### config.mk
export PLATFORM = sky130hd
export DESIGN_NAME = distinct_key_group_splitter
export DESIGN_NICKNAME = d
export VERILOG_FILES = /design/src/rtl/dkgs_pkg.sv /design/src/rtl/distinct_key_group_splitter.sv /design/src/rtl/dkgs_classifier.sv /design/src/rtl/dkgs_fifo.sv
export SDC_FILE = /design/constraint.sdc
export NUM_CORES = 1
export LEC_CHECK = 0
export BUFFER_PORTS_ARGS = -buffer_cell sky130_fd_sc_hd__buf_4
export CAP_MARGIN = 10
export CORE_ASPECT_RATIO = 0.75
export CORE_MARGIN = 5
export CORE_UTILIZATION = 25
export CTS_CLUSTER_DIAMETER = 30
export DETAILED_ROUTE_END_ITERATION = 8
export PLACE_DENSITY = 0.47
export SETUP_SLACK_MARGIN = 0.05
export SYNTH_ARGS = -nofsm -noshare
export SYNTH_HDL_FRONTEND = slang
export SYNTH_SLANG_ARGS = --single-unit
### constraint.sdc
create_clock -name clk -period 4.2 [get_ports clk]
set_input_delay 0.42 -clock clk [delete_from_list [all_inputs] [get_ports clk]]
set_output_delay 0.42 -clock clk [all_outputs]
set_load 0.01 [all_outputs]
### src/rtl/dkgs_pkg.sv
`timescale 1ns / 1ps
// ----------------------------------------------------------------------------
// dkgs_pkg
// Shared types and constants of the distinct key group splitter.
// ----------------------------------------------------------------------------
package dkgs_pkg;

	localparam int SUBJ_W       = 16;
	localparam int GROUP_W      = 16;
	localparam int CFG_W        = 5;
	localparam int MAX_KEYS_DEF = 16;
	localparam int KEY_BITS_DEF = 16;
	localparam int LIMIT_MIN    = 2;
	localparam int RES_DEPTH    = 2;
	localparam int APB_AW       = 3;
	localparam int APB_DW       = 32;

	localparam logic [GROUP_W-1:0] GROUP_MAX     = {GROUP_W{1'b1}};
	localparam logic [CFG_W-1:0]   CFG_RESET     = 5'd2;
	localparam logic [APB_AW-1:0]  ADDR_SUBJECTS = 3'd0;

	typedef struct packed {
		logic [SUBJ_W-1:0] subject_key;
		logic              start_of_set;
	} in_item_t;

	typedef struct packed {
		logic [GROUP_W-1:0] group_number;
		logic               opened_group;
		logic               new_key;
	} out_item_t;

endpackage

### src/rtl/distinct_key_group_splitter.sv
`timescale 1ns / 1ps
// ----------------------------------------------------------------------------
// distinct_key_group_splitter
// Tags a key-sorted item stream with group numbers, bounded distinct keys.
// ----------------------------------------------------------------------------
// A taken request's result is registered in the result queue on the accepting edge.
// Throughput: one request per cycle while full is low; the key compare over the
// whole store and the group update finish in the accept cycle, and the two-entry
// result queue holds results while pop is low, raising full once both entries hold one.
// Reset: clears key count, group number, queue; limit register returns to 2.
module distinct_key_group_splitter import dkgs_pkg::*; #(
	parameter int MAX_KEYS = MAX_KEYS_DEF,
	parameter int KEY_BITS = KEY_BITS_DEF
) (
	input  logic              clk,
	input  logic              arst_n,
	input  logic              psel,
	input  logic              penable,
	input  logic              pwrite,
	input  logic [APB_AW-1:0] paddr,
	input  logic [APB_DW-1:0] pwdata,
	output logic [APB_DW-1:0] prdata,
	output logic              pready,
	input  logic              push,
	output logic              full,
	input  in_item_t          item,
	input  logic              pop,
	output logic              empty,
	output out_item_t         result
);

	logic [CFG_W-1:0] limit_q;
	logic             sel_subj;
	logic             acc;
	out_item_t        res;

	assign pready   = 1'b1;
	assign sel_subj = (paddr[APB_AW-1:2] == ADDR_SUBJECTS[APB_AW-1:2]);
	assign prdata   = sel_subj ? APB_DW'(limit_q) : '0;

	always_ff @(posedge clk or negedge arst_n) begin
		if (!arst_n) begin
			limit_q <= CFG_RESET;
		end else if (psel && penable && pwrite && pready && sel_subj) begin
			limit_q <= pwdata[CFG_W-1:0];
		end
	end

	assign acc = push && !full;

	dkgs_classifier #(
		.MAX_KEYS (MAX_KEYS),
		.KEY_BITS (KEY_BITS)
	) u_classifier (
		.clk    (clk),
		.arst_n (arst_n),
		.limit  (limit_q),
		.acc    (acc),
		.item   (item),
		.res    (res)
	);

	dkgs_fifo #(
		.DEPTH (RES_DEPTH)
	) u_fifo (
		.clk    (clk),
		.arst_n (arst_n),
		.wr     (acc),
		.wdata  (res),
		.full   (full),
		.rd     (pop),
		.rdata  (result),
		.empty  (empty)
	);

endmodule

### src/rtl/dkgs_classifier.sv
`timescale 1ns / 1ps
// ----------------------------------------------------------------------------
// dkgs_classifier
// Front part: key set with parallel compare, group counter, result build.
// ----------------------------------------------------------------------------
module dkgs_classifier import dkgs_pkg::*; #(
	parameter int MAX_KEYS = MAX_KEYS_DEF,
	parameter int KEY_BITS = KEY_BITS_DEF
) (
	input  logic             clk,
	input  logic             arst_n,
	input  logic [CFG_W-1:0] limit,
	input  logic             acc,
	input  in_item_t         item,
	output out_item_t        res
);

	localparam int CMP_BITS = (KEY_BITS < SUBJ_W) ? KEY_BITS : SUBJ_W;
	localparam int CNT_W    = $clog2(MAX_KEYS + 1);
	localparam int IDX_W    = $clog2(MAX_KEYS);
	localparam int LIM_W    = (CNT_W > CFG_W) ? CNT_W : CFG_W;

	logic [CMP_BITS-1:0] store_q [MAX_KEYS];
	logic [CNT_W-1:0]    held_q;
	logic [GROUP_W-1:0]  group_q;

	logic [CMP_BITS-1:0] key;
	logic                start;
	logic [CNT_W-1:0]    held_eff;
	logic [GROUP_W-1:0]  group_eff;
	logic [GROUP_W-1:0]  group_nxt;
	logic [MAX_KEYS-1:0] match;
	logic                hit;
	logic                fresh;
	logic                full_set;
	logic                opened;
	logic [LIM_W-1:0]    cfg_ext;
	logic [LIM_W-1:0]    lim;
	logic [IDX_W-1:0]    wr_idx;

	assign key   = item.subject_key[CMP_BITS-1:0];
	assign start = item.start_of_set;

	assign held_eff  = start ? '0 : held_q;
	assign group_eff = start ? '0 : group_q;

	for (genvar i = 0; i < MAX_KEYS; i++) begin : g_cmp
		assign match[i] = (CNT_W'(i) < held_q) && (store_q[i] == key);
	end

	assign hit   = !start && (|match);
	assign fresh = !hit;

	assign cfg_ext = LIM_W'(limit);
	always_comb begin
		priority if (cfg_ext < LIM_W'(LIMIT_MIN)) begin
			lim = LIM_W'(LIMIT_MIN);
		end else if (cfg_ext > LIM_W'(MAX_KEYS)) begin
			lim = LIM_W'(MAX_KEYS);
		end else begin
			lim = cfg_ext;
		end
	end

	assign full_set = fresh && (LIM_W'(held_eff) >= lim);
	assign opened   = (held_eff == '0) || full_set;
	assign wr_idx   = full_set ? '0 : held_eff[IDX_W-1:0];

	always_comb begin
		group_nxt = group_eff;
		if (full_set && group_eff != GROUP_MAX) begin
			group_nxt = group_eff + 1'b1;
		end
	end

	assign res.group_number = group_nxt;
	assign res.opened_group = opened;
	assign res.new_key      = fresh;

	always_ff @(posedge clk) begin
		if (acc && fresh) begin
			store_q[wr_idx] <= key;
		end
	end

	always_ff @(posedge clk or negedge arst_n) begin
		if (!arst_n) begin
			held_q  <= '0;
			group_q <= '0;
		end else if (acc) begin
			group_q <= group_nxt;
			if (full_set) begin
				held_q <= CNT_W'(1);
			end else if (fresh) begin
				held_q <= held_eff + 1'b1;
			end else begin
				held_q <= held_eff;
			end
		end
	end

	a_held_bound: assert property (@(posedge clk) disable iff (!arst_n)
		held_q <= CNT_W'(MAX_KEYS))
		else $error("key count above store depth");

	a_start_clears: assert property (@(posedge clk) disable iff (!arst_n)
		acc && start |=> group_q == '0 && held_q == CNT_W'(1))
		else $error("start of set did not reset group state");

	a_hit_holds: assert property (@(posedge clk) disable iff (!arst_n)
		acc && hit |=> held_q == $past(held_q) && group_q == $past(group_q))
		else $error("known key changed group state");

endmodule

### src/rtl/dkgs_fifo.sv
`timescale 1ns / 1ps
// ----------------------------------------------------------------------------
// dkgs_fifo
// Back part: short result queue between classifier and result port.
// ----------------------------------------------------------------------------
module dkgs_fifo import dkgs_pkg::*; #(
	parameter int DEPTH = RES_DEPTH
) (
	input  logic      clk,
	input  logic      arst_n,
	input  logic      wr,
	input  out_item_t wdata,
	output logic      full,
	input  logic      rd,
	output out_item_t rdata,
	output logic      empty
);

	localparam int PW = (DEPTH > 1) ? $clog2(DEPTH) : 1;
	localparam int CW = $clog2(DEPTH + 1);

	out_item_t      mem_q [DEPTH];
	logic [PW-1:0]  wptr_q;
	logic [PW-1:0]  rptr_q;
	logic [CW-1:0]  count_q;
	logic           do_wr;
	logic           do_rd;

	assign full  = (count_q == CW'(DEPTH));
	assign empty = (count_q == '0);
	assign do_wr = wr && !full;
	assign do_rd = rd && !empty;
	assign rdata = mem_q[rptr_q];

	always_ff @(posedge clk) begin
		if (do_wr) begin
			mem_q[wptr_q] <= wdata;
		end
	end

	always_ff @(posedge clk or negedge arst_n) begin
		if (!arst_n) begin
			wptr_q  <= '0;
			rptr_q  <= '0;
			count_q <= '0;
		end else begin
			if (do_wr) begin
				wptr_q <= (wptr_q == PW'(DEPTH - 1)) ? '0 : wptr_q + 1'b1;
			end
			if (do_rd) begin
				rptr_q <= (rptr_q == PW'(DEPTH - 1)) ? '0 : rptr_q + 1'b1;
			end
			unique case ({do_wr, do_rd})
				2'b10:   count_q <= count_q + 1'b1;
				2'b01:   count_q <= count_q - 1'b1;
				default: count_q <= count_q;
			endcase
		end
	end

	a_count_bound: assert property (@(posedge clk) disable iff (!arst_n)
		count_q <= CW'(DEPTH))
		else $error("queue count overflow");

	a_push_only: assert property (@(posedge clk) disable iff (!arst_n)
		do_wr && !do_rd |=> count_q == $past(count_q) + 1'b1)
		else $error("queue count lost a request");

endmodule

==> results of run 1 <==
[worst register-to-register path: cells and delay by family (launching register included)]
kind | cells | cell delay [ps]
AOI/OAI and AO/OA | 2 | 810
buffers and inverters | 2 | 510
DFF | 1 | 590
and+or+nand+nor | 6 | 1630
[stage by stage]
| stage | power (mW) | area, um2 |
|---|---|---|
| 4_1_cts | 10.94 | 19370 |
| 5_1_grt | 11.26 | 19370 |
| 6_report | 10.80 | 19370 |
| 3_5_place_dp | 5.606 | 17110 |
| 3_3_place_gp | 5.597 | 17110 |
| 2_1_floorplan | 4.997 | 15740 |
[sequential cells by signal (all words and copies together) (netlist names)]
signal                cells
limit_q                   5
u_fifo.wptr_q             1
u_classifier.store_q    256
u_fifo.rptr_q             1
u_classifier.held_q       5
u_fifo.count_q            2
u_fifo.mem_q             36
u_classifier.group_q     16
[worst min path at each step]
stage | slack [ps] | depth (start not counted) | from | to
global route | 70 | 2 | pwdata[0] | limit_q[0]$_DFFE_PN0P_
detailed placement | 400 | 1 | arst_n | u_classifier.group_q[4]$_DFFE_PN0P_
CTS | 60 | 2 | pwdata[0] | limit_q[0]$_DFFE_PN0P_
floorplan | 120 | 0 | arst_n | limit_q[0]$_DFFE_PN0P_
finish | 90 | 2 | pwdata[2] | limit_q[2]$_DFFE_PN0P_
global placement | 410 | 1 | arst_n | u_classifier.group_q[4]$_DFFE_PN0P_
[power breakdown]
group	switching, mW	internal, mW	total (mW)
clock network	1.80	3.47	5.26
logic	0.926	0.615	1.54
registers	0.199	3.80	4.00
total	2.92	7.88	10.8
[per-layer routing]
| metal | vias to the layer above | share of wire (%) | GRT usage (%) |
|---|---|---|---|
| met5 | - | 0 | 0 |
| met4 | 0 | 2.3 | 3.597 |
| met3 | 78 | 5.5 | 3.092 |
| met2 | 282 | 40 | 16.29 |
| met1 | 4996 | 52 | 18.14 |
| li1 | 4653 | - | - |
[area by class of cell]
type | count | area (um2)
fillers | 6170 | 42600
flip-flops and latches | 322 | 9520
multi-input cells | 783 | 5585
clock buffers | 77 | 1755
well taps | 810 | 1013
repair buffers | 122 | 943.4
clock inverters | 45 | 503.0
inverters | 14 | 52.55
[synth_stat cells (3+ instances only)]
library cell | instances | area [um2]
a31oi_1 | 10 | 62.56
or2_2 | 3 | 18.77
nor2b_1 | 15 | 93.84
mux2i_1 | 4 | 40.04
nor3b_1 | 6 | 45.04
o31ai_1 | 3 | 22.52
a21oi_1 | 11 | 55.05
ha_1 | 9 | 112.6
o22ai_1 | 6 | 37.54
o21ai_0 | 9 | 45.04
buf_6 | 4 | 45.04
nand3b_1 | 3 | 22.52
buf_2 | 7 | 35.03
buf_4 | 58 | 435.4
a2111oi_0 | 3 | 26.28
a221o_1 | 6 | 60.06
nand4b_1 | 6 | 52.55
xnor2_1 | 61 | 534.3
a21o_1 | 5 | 37.54
and3_1 | 13 | 81.33
and2_1 | 6 | 37.54
buf_1 | 3 | 11.26
nor2_1 | 60 | 225.2
or3_1 | 8 | 50.05
inv_1 | 13 | 48.80
nand3_1 | 34 | 170.2
xor2_1 | 204 | 1787
and4_1 | 3 | 26.28
nor3_1 | 23 | 115.1
o211ai_1 | 4 | 30.03
mux2_2 | 25 | 281.5
or4_1 | 7 | 52.55
o311ai_1 | 6 | 52.55
nor4_1 | 76 | 475.5
nand4_1 | 31 | 193.9
nor4b_1 | 6 | 52.55
edfxtp_1 | 292 | 8768
dfrtp_1 | 29 | 725.7
nand2_1 | 48 | 180.2
clkbuf_1 | 14 | 52.55
o21a_1 | 4 | 30.03
a22oi_1 | 3 | 22.52
[what timing repair did]
action,in CTS,in global routing
hold endpoints to repair,29,0
buffers inserted,0,0
hold buffers,1,0
[cells by family (layout without fill, tap and decap cells)]
logic type      count (synthesis)  in the layout  share of synthesized area (%)
compound gates                 94             94                          4.584
xor+xnor                      265            265                          14.84
fa+ha+maj                       9              9                         0.7200
buf+inv                       100            258                          4.040
flops                         322            322                          60.87
mux                            29             29                          2.056
other cells                     2             28                        0.04802
simple gates                  358            358                          12.84
==> metrics, run 1 <==
status=finished, final reports clean; CP Cell Sequence=a211oi_2 > nor2_1 > nand4b_1 > a2bb2o_4 > nor4b_4 > and2_4 > nand4b_1 > buf_4 > nor2_1 > buf_4; commonest non-fill, non-tap cell in the layout=edfxtp_1; Detailed Place HPWL=27130 um; most frequent cells in the layout=edfxtp_1 (292), xor2_1 (204), buf_4 (119); Core Area=61980 um2; Crit path max-delay family=simple AND/OR/NAND/NOR gates; maximum number of pins on one net before global-route repair=33; Routed WL=41360 um; CTS H-tree lvls=3; clk buf depth=3; pwr dens=557.6 nW/um2; ANT cells=0; final hold violation count=0; mapped cell area=15640 um2; detail-routed via count per cell=4.606; R2R Setup Slk=340 ps; die area=67710 um2; Place WS=421.1 ps; Setup crit start kind=flip-flop; Top FF cell, synth=edfxtp_1; initial antenna violation count=0; first-pass GRT wire length=61870 um; post-route setup TNS=0 ps; Synth cell types=72; Setup crit end=u_classifier.store_q[9][4]$_DFFE_PP_; fin crit share=91.97%; CTS clock-pin slew for the worst setup and hold paths=50 ps; fraction of registers with async set or reset after synthesis=9.317%; WL/cell=19.04 um; Worst path max stage delay=590 ps; CTS Buf Count=67; initial drt markers=679; clock sink total=322; crit path DAT=4110 ps; post-layout util=31.26%; post-route insts no fill=2173; Initial Util=25.24%; Synth Register Bits=322; Worst Reg-to-Reg Cells=10; Syn Area/Cell=13.27 um2; chip width=298.8 um; Setup WS post-layout=337.3 ps; share of cells above drive strength 1=19.88%; fmax=0.2589 GHz; gpl congestion=0.7805; dpl cells=2050; PostCTS Resize Cnt=0; sequential fraction of the synthesis area=60.87%; Worst slew margin=36.81%; Area Growth Syn to Fin=23.87%; WHS=90.07 ps; DRC Markers=0; CP Buf/Inv Count=2; worst reg2reg path endpoint=u_classifier.store_q[9][4]$_DFFE_PP_; WS Path Type=reg2reg; final net count=1378; Clock Skews=20.34 ps; fin crit period=3863 ps; gr ovfl total=0; VDD IR max=0.0003004 V; worst endpoint required time=4440 ps; Mapped Cells=1179; critical path peak fanout=21; CTS tree=built; worst-margin pin slew=947.9 ps; max cap viols=0; Hold WC Path Type=in2reg; Setup Viol. Count Final=0; number of primary I/O pins=112; cell at the root of the clock tree=clkbuf_16; worst r2r src=u_classifier.held_q[2]$_DFFE_PN0P_; number of synthesized flops with an enable pin=292; Worst Setup SP=u_classifier.held_q[2]$_DFFE_PN0P_; total track usage=11.87%; via count=10010; Antenna Nets Post-Route=0; Leakage=6.772 nW; vias in the first global route=9977; WP depth=10; drt first pass iters=5; Yosys warnings=0; # port buffers=54; unrepaired setup endpoints after global routing=false; CP max-delay cell=dfrtp_1; Worst-Skew Late Latency=570 ps; Slew Limit Fails=0; die height=226.6 um; CP Capture Type=flip-flop; Core Rows=79
No activity file was read; power rests on OpenSTA's default activity.
==> inputs of run 2 (changes only) <==
Settings changed: GPL_TIMING_DRIVEN set to 0.
==> run 2 against run 1 <==
Effect of this change:
- final area grew 1.7%
- global-route usage grew 2.4 points
- register-to-register slack lost 220 ps
- sequential power shrank 2%
- setup slack lost 250 ps
- largest cell class unchanged
- largest power group unchanged
==> metrics, run 2 (same netlist as run 1, synthesis figures left out) <==
Setup Viol. Count Final=0 (unchanged); sw power=3.066 mW (+5.0%); Initial Util=25.24% (unchanged); Antenna Nets Post-Route=0 (unchanged); CTS tree=built; Detailed Place HPWL=32410 um (+19%); status=finished, final reports clean; CP max-delay cell=nor4b_4; ANT cells=0 (unchanged); fin crit period=4109 ps (+246.7 ps); # port buffers=53 (-1.9%); CP Cell Sequence=buf_4 > buf_4 > buf_4 > xor2_1 > nor4_1 > nand3_1 > o22ai_1 > nor4b_4 > and2_4 > buf_6 > buf_2 > nand4b_1 > buf_4 > buf_4 > nor2_4 > buf_4; drt first pass iters=5 (unchanged); Setup crit start kind=input port; Tot Pwr=10.97 mW (+1.5%); Core Area=61980 um2 (unchanged); area occupied by multi-input gates=5720 um2 (+2.4%); post-route insts no fill=2198 (+1.2%); Area Growth Syn to Fin=25.94%; CTS Buf Count=61 (-9.0%); Leakage=6.872 nW (+1.5%); top register by number of flip-flops=u_classifier.store_q; commonest non-fill, non-tap cell in the layout=edfxtp_1; crit-path most repeated cell=buf_4; via count=10540 (+5.3%); Routed WL=49580 um (+20%); clk buf depth=3 (unchanged); initial antenna violation count=6 (+6); Worst path max stage delay=530 ps (-60 ps); max cap viols=0 (unchanged); gr ovfl total=0 (unchanged); Int Power=7.902 mW (+0.26%); fin crit share=97.84% (+5.9 points); Hold WC Path Type=in2reg; unrepaired setup endpoints after global routing=true; die area=67710 um2 (unchanged); number of primary I/O pins=112 (unchanged); pwr dens=556.8 nW/um2 (-0.14%); Slew Limit Fails=0 (unchanged); worst endpoint required time=4480 ps (+40 ps); most frequent cells in the layout=edfxtp_1 (292), xor2_1 (204), buf_4 (119); chip width=298.8 um (unchanged); post-route setup TNS=0 ps (unchanged); Worst-Skew Late Latency=620 ps (+50 ps); clock power share=47.9% (-0.8 points); vias in the first global route=10360 (+3.8%); Combinational Power Share=16.4% (+2.1 points); clock sink total=322 (unchanged); maximum number of pins on one net before global-route repair=31 (-6.1%); gpl congestion=0.8388 (+7.5%); CP Capture Type=flip-flop; share of cells above drive strength 1=22.19% (+2.3 points); initial drt markers=1201 (+77%); worst-margin pin slew=1181 ps (+232.7 ps); crit path DAT=4390 ps (+280 ps); switch share=27.96% (+0.92 points); Largest register FFs=256 (unchanged); Core Rows=79 (unchanged); fmax=0.2433 GHz (-6.0%); WS Path Type=in2reg; # fillers=6092 (-1.3%); sequential cell area=9520 um2 (unchanged); Clock Skews=47.31 ps (+26.97 ps); final net count=1404 (+1.9%); Place WS=-1076 ps (-1497 ps); Worst slew margin=20.57% (-16 points); CTS H-tree lvls=2 (-1); WL/cell=22.56 um (+18%); biggest registers after layout=u_classifier.store_q x256, u_fifo.mem_q x36, u_classifier.group_q x16; die height=226.6 um (unchanged); final hold violation count=0 (unchanged); first-pass GRT wire length=71080 um (+15%); Setup WS post-layout=90.64 ps (-246.7 ps); cell at the root of the clock tree=clkbuf_16; detail-routed via count per cell=4.794 (+4.1%); VDD IR max=0.0002604 V (-13%); total track usage=14.24% (+2.4 points); dpl cells=2076 (+1.3%); register share of total power=35.7% (-1.3 points); DRC Markers=0 (unchanged); critical path peak fanout=17 (-19%); CTS clock-pin slew for the worst setup and hold paths=50 ps (about the same)
[run 2: changes by cell type in the layout (fill, tap and decap cells not counted), moves of 3 or more]
cell        previous run  this run
nor2_4                 0         9
nor2_2                 0         8
bufinv_16              7        12
buf_6                  0         6
clkbuf_2               0         3
buf_2                  0         7
clkbuf_1               7        17
inv_6                 12         6
clkinv_16              0         3
nor2_1                60        43
clkbuf_16             68        61
clkinv_4               7         4
clkinvlp_4            10        15
[run 2: area by class of cell]
type	count	share of cell area (%)
sequential	322	48.33
multi-input combinational	783	29.04
clock buffer	66	7.845
tap	810	5.145
clock inverter	49	3.563
buffer	86	2.960
timing repair buffer	68	2.846
inverter	14	0.2668
[run 2: final timing paths]
check,start,depth (start not counted),end,slack [ps]
worst max-delay path,item[8],16,u_classifier.store_q[10][3]$_DFFE_PP_,90
worst min-delay path,pwdata[0],2,limit_q[0]$_DFFE_PN0P_,50
worst max register to register,u_classifier.held_q[3]$_DFFE_PN0P_,14,u_classifier.store_q[10][3]$_DFFE_PP_,120
worst min register to register,u_fifo.count_q[1]$_DFFE_PN0P_,1,u_fifo.count_q[1]$_DFFE_PN0P_,490
max in group asynchronous,arst_n,2,limit_q[1]$_DFFE_PN1P_,3530
min in group asynchronous,arst_n,2,u_fifo.rptr_q$_DFFE_PN0P_,320
[run 2: power groups by stage]
stage / sequential (mW) / combinational [mW] / clock (mW)
floorplan: 3.94 / 1.05 / 0
global placement: 3.97 / 1.72 / 0
detailed placement: 3.98 / 1.75 / 0
CTS: 3.92 / 1.80 / 5.33
global route: 3.94 / 1.95 / 5.50
finish: 3.92 / 1.79 / 5.26
[run 2: what timing repair did]
item                       in CTS  in global routing
setup endpoints to repair     236                134
hold buffers                    1                  0
gates cloned                    0                  0
resized for setup              26                 12
buffers inserted                6                  0
pin swaps                       4                  2
hold endpoints to repair       29                  0
[run 2: critical path, delay by kind of cell]
kind	cells	cell delay (ps)
AND/OR/NAND/NOR	6	1420
AO/OA/AOI/OAI	1	220
buffers and inverters	8	2020
XOR/XNOR	1	280
[run 2: layer usage]
layer | vias to the layer above | share of wire [%] | track usage, %
met5 | - | 0.016 | 0
met4 | 2 | 1.7 | 3.025
met3 | 73 | 8.6 | 3.255
met2 | 464 | 42 | 20.41
met1 | 5307 | 48 | 21.87
li1 | 4692 | - | -
[run 2: metrics by stage]
stage | hold slack (ps) | utilization, % | cell area, um2
finish | 46.19 | 31.78 | 19700
global route | 22.37 | 31.78 | 19700
CTS | 17.45 | 31.74 | 19670
detailed placement | 406.6 | 27.82 | 17240
global placement | 404.8 | 27.67 | 17150
floorplan | 124.4 | - | 15740
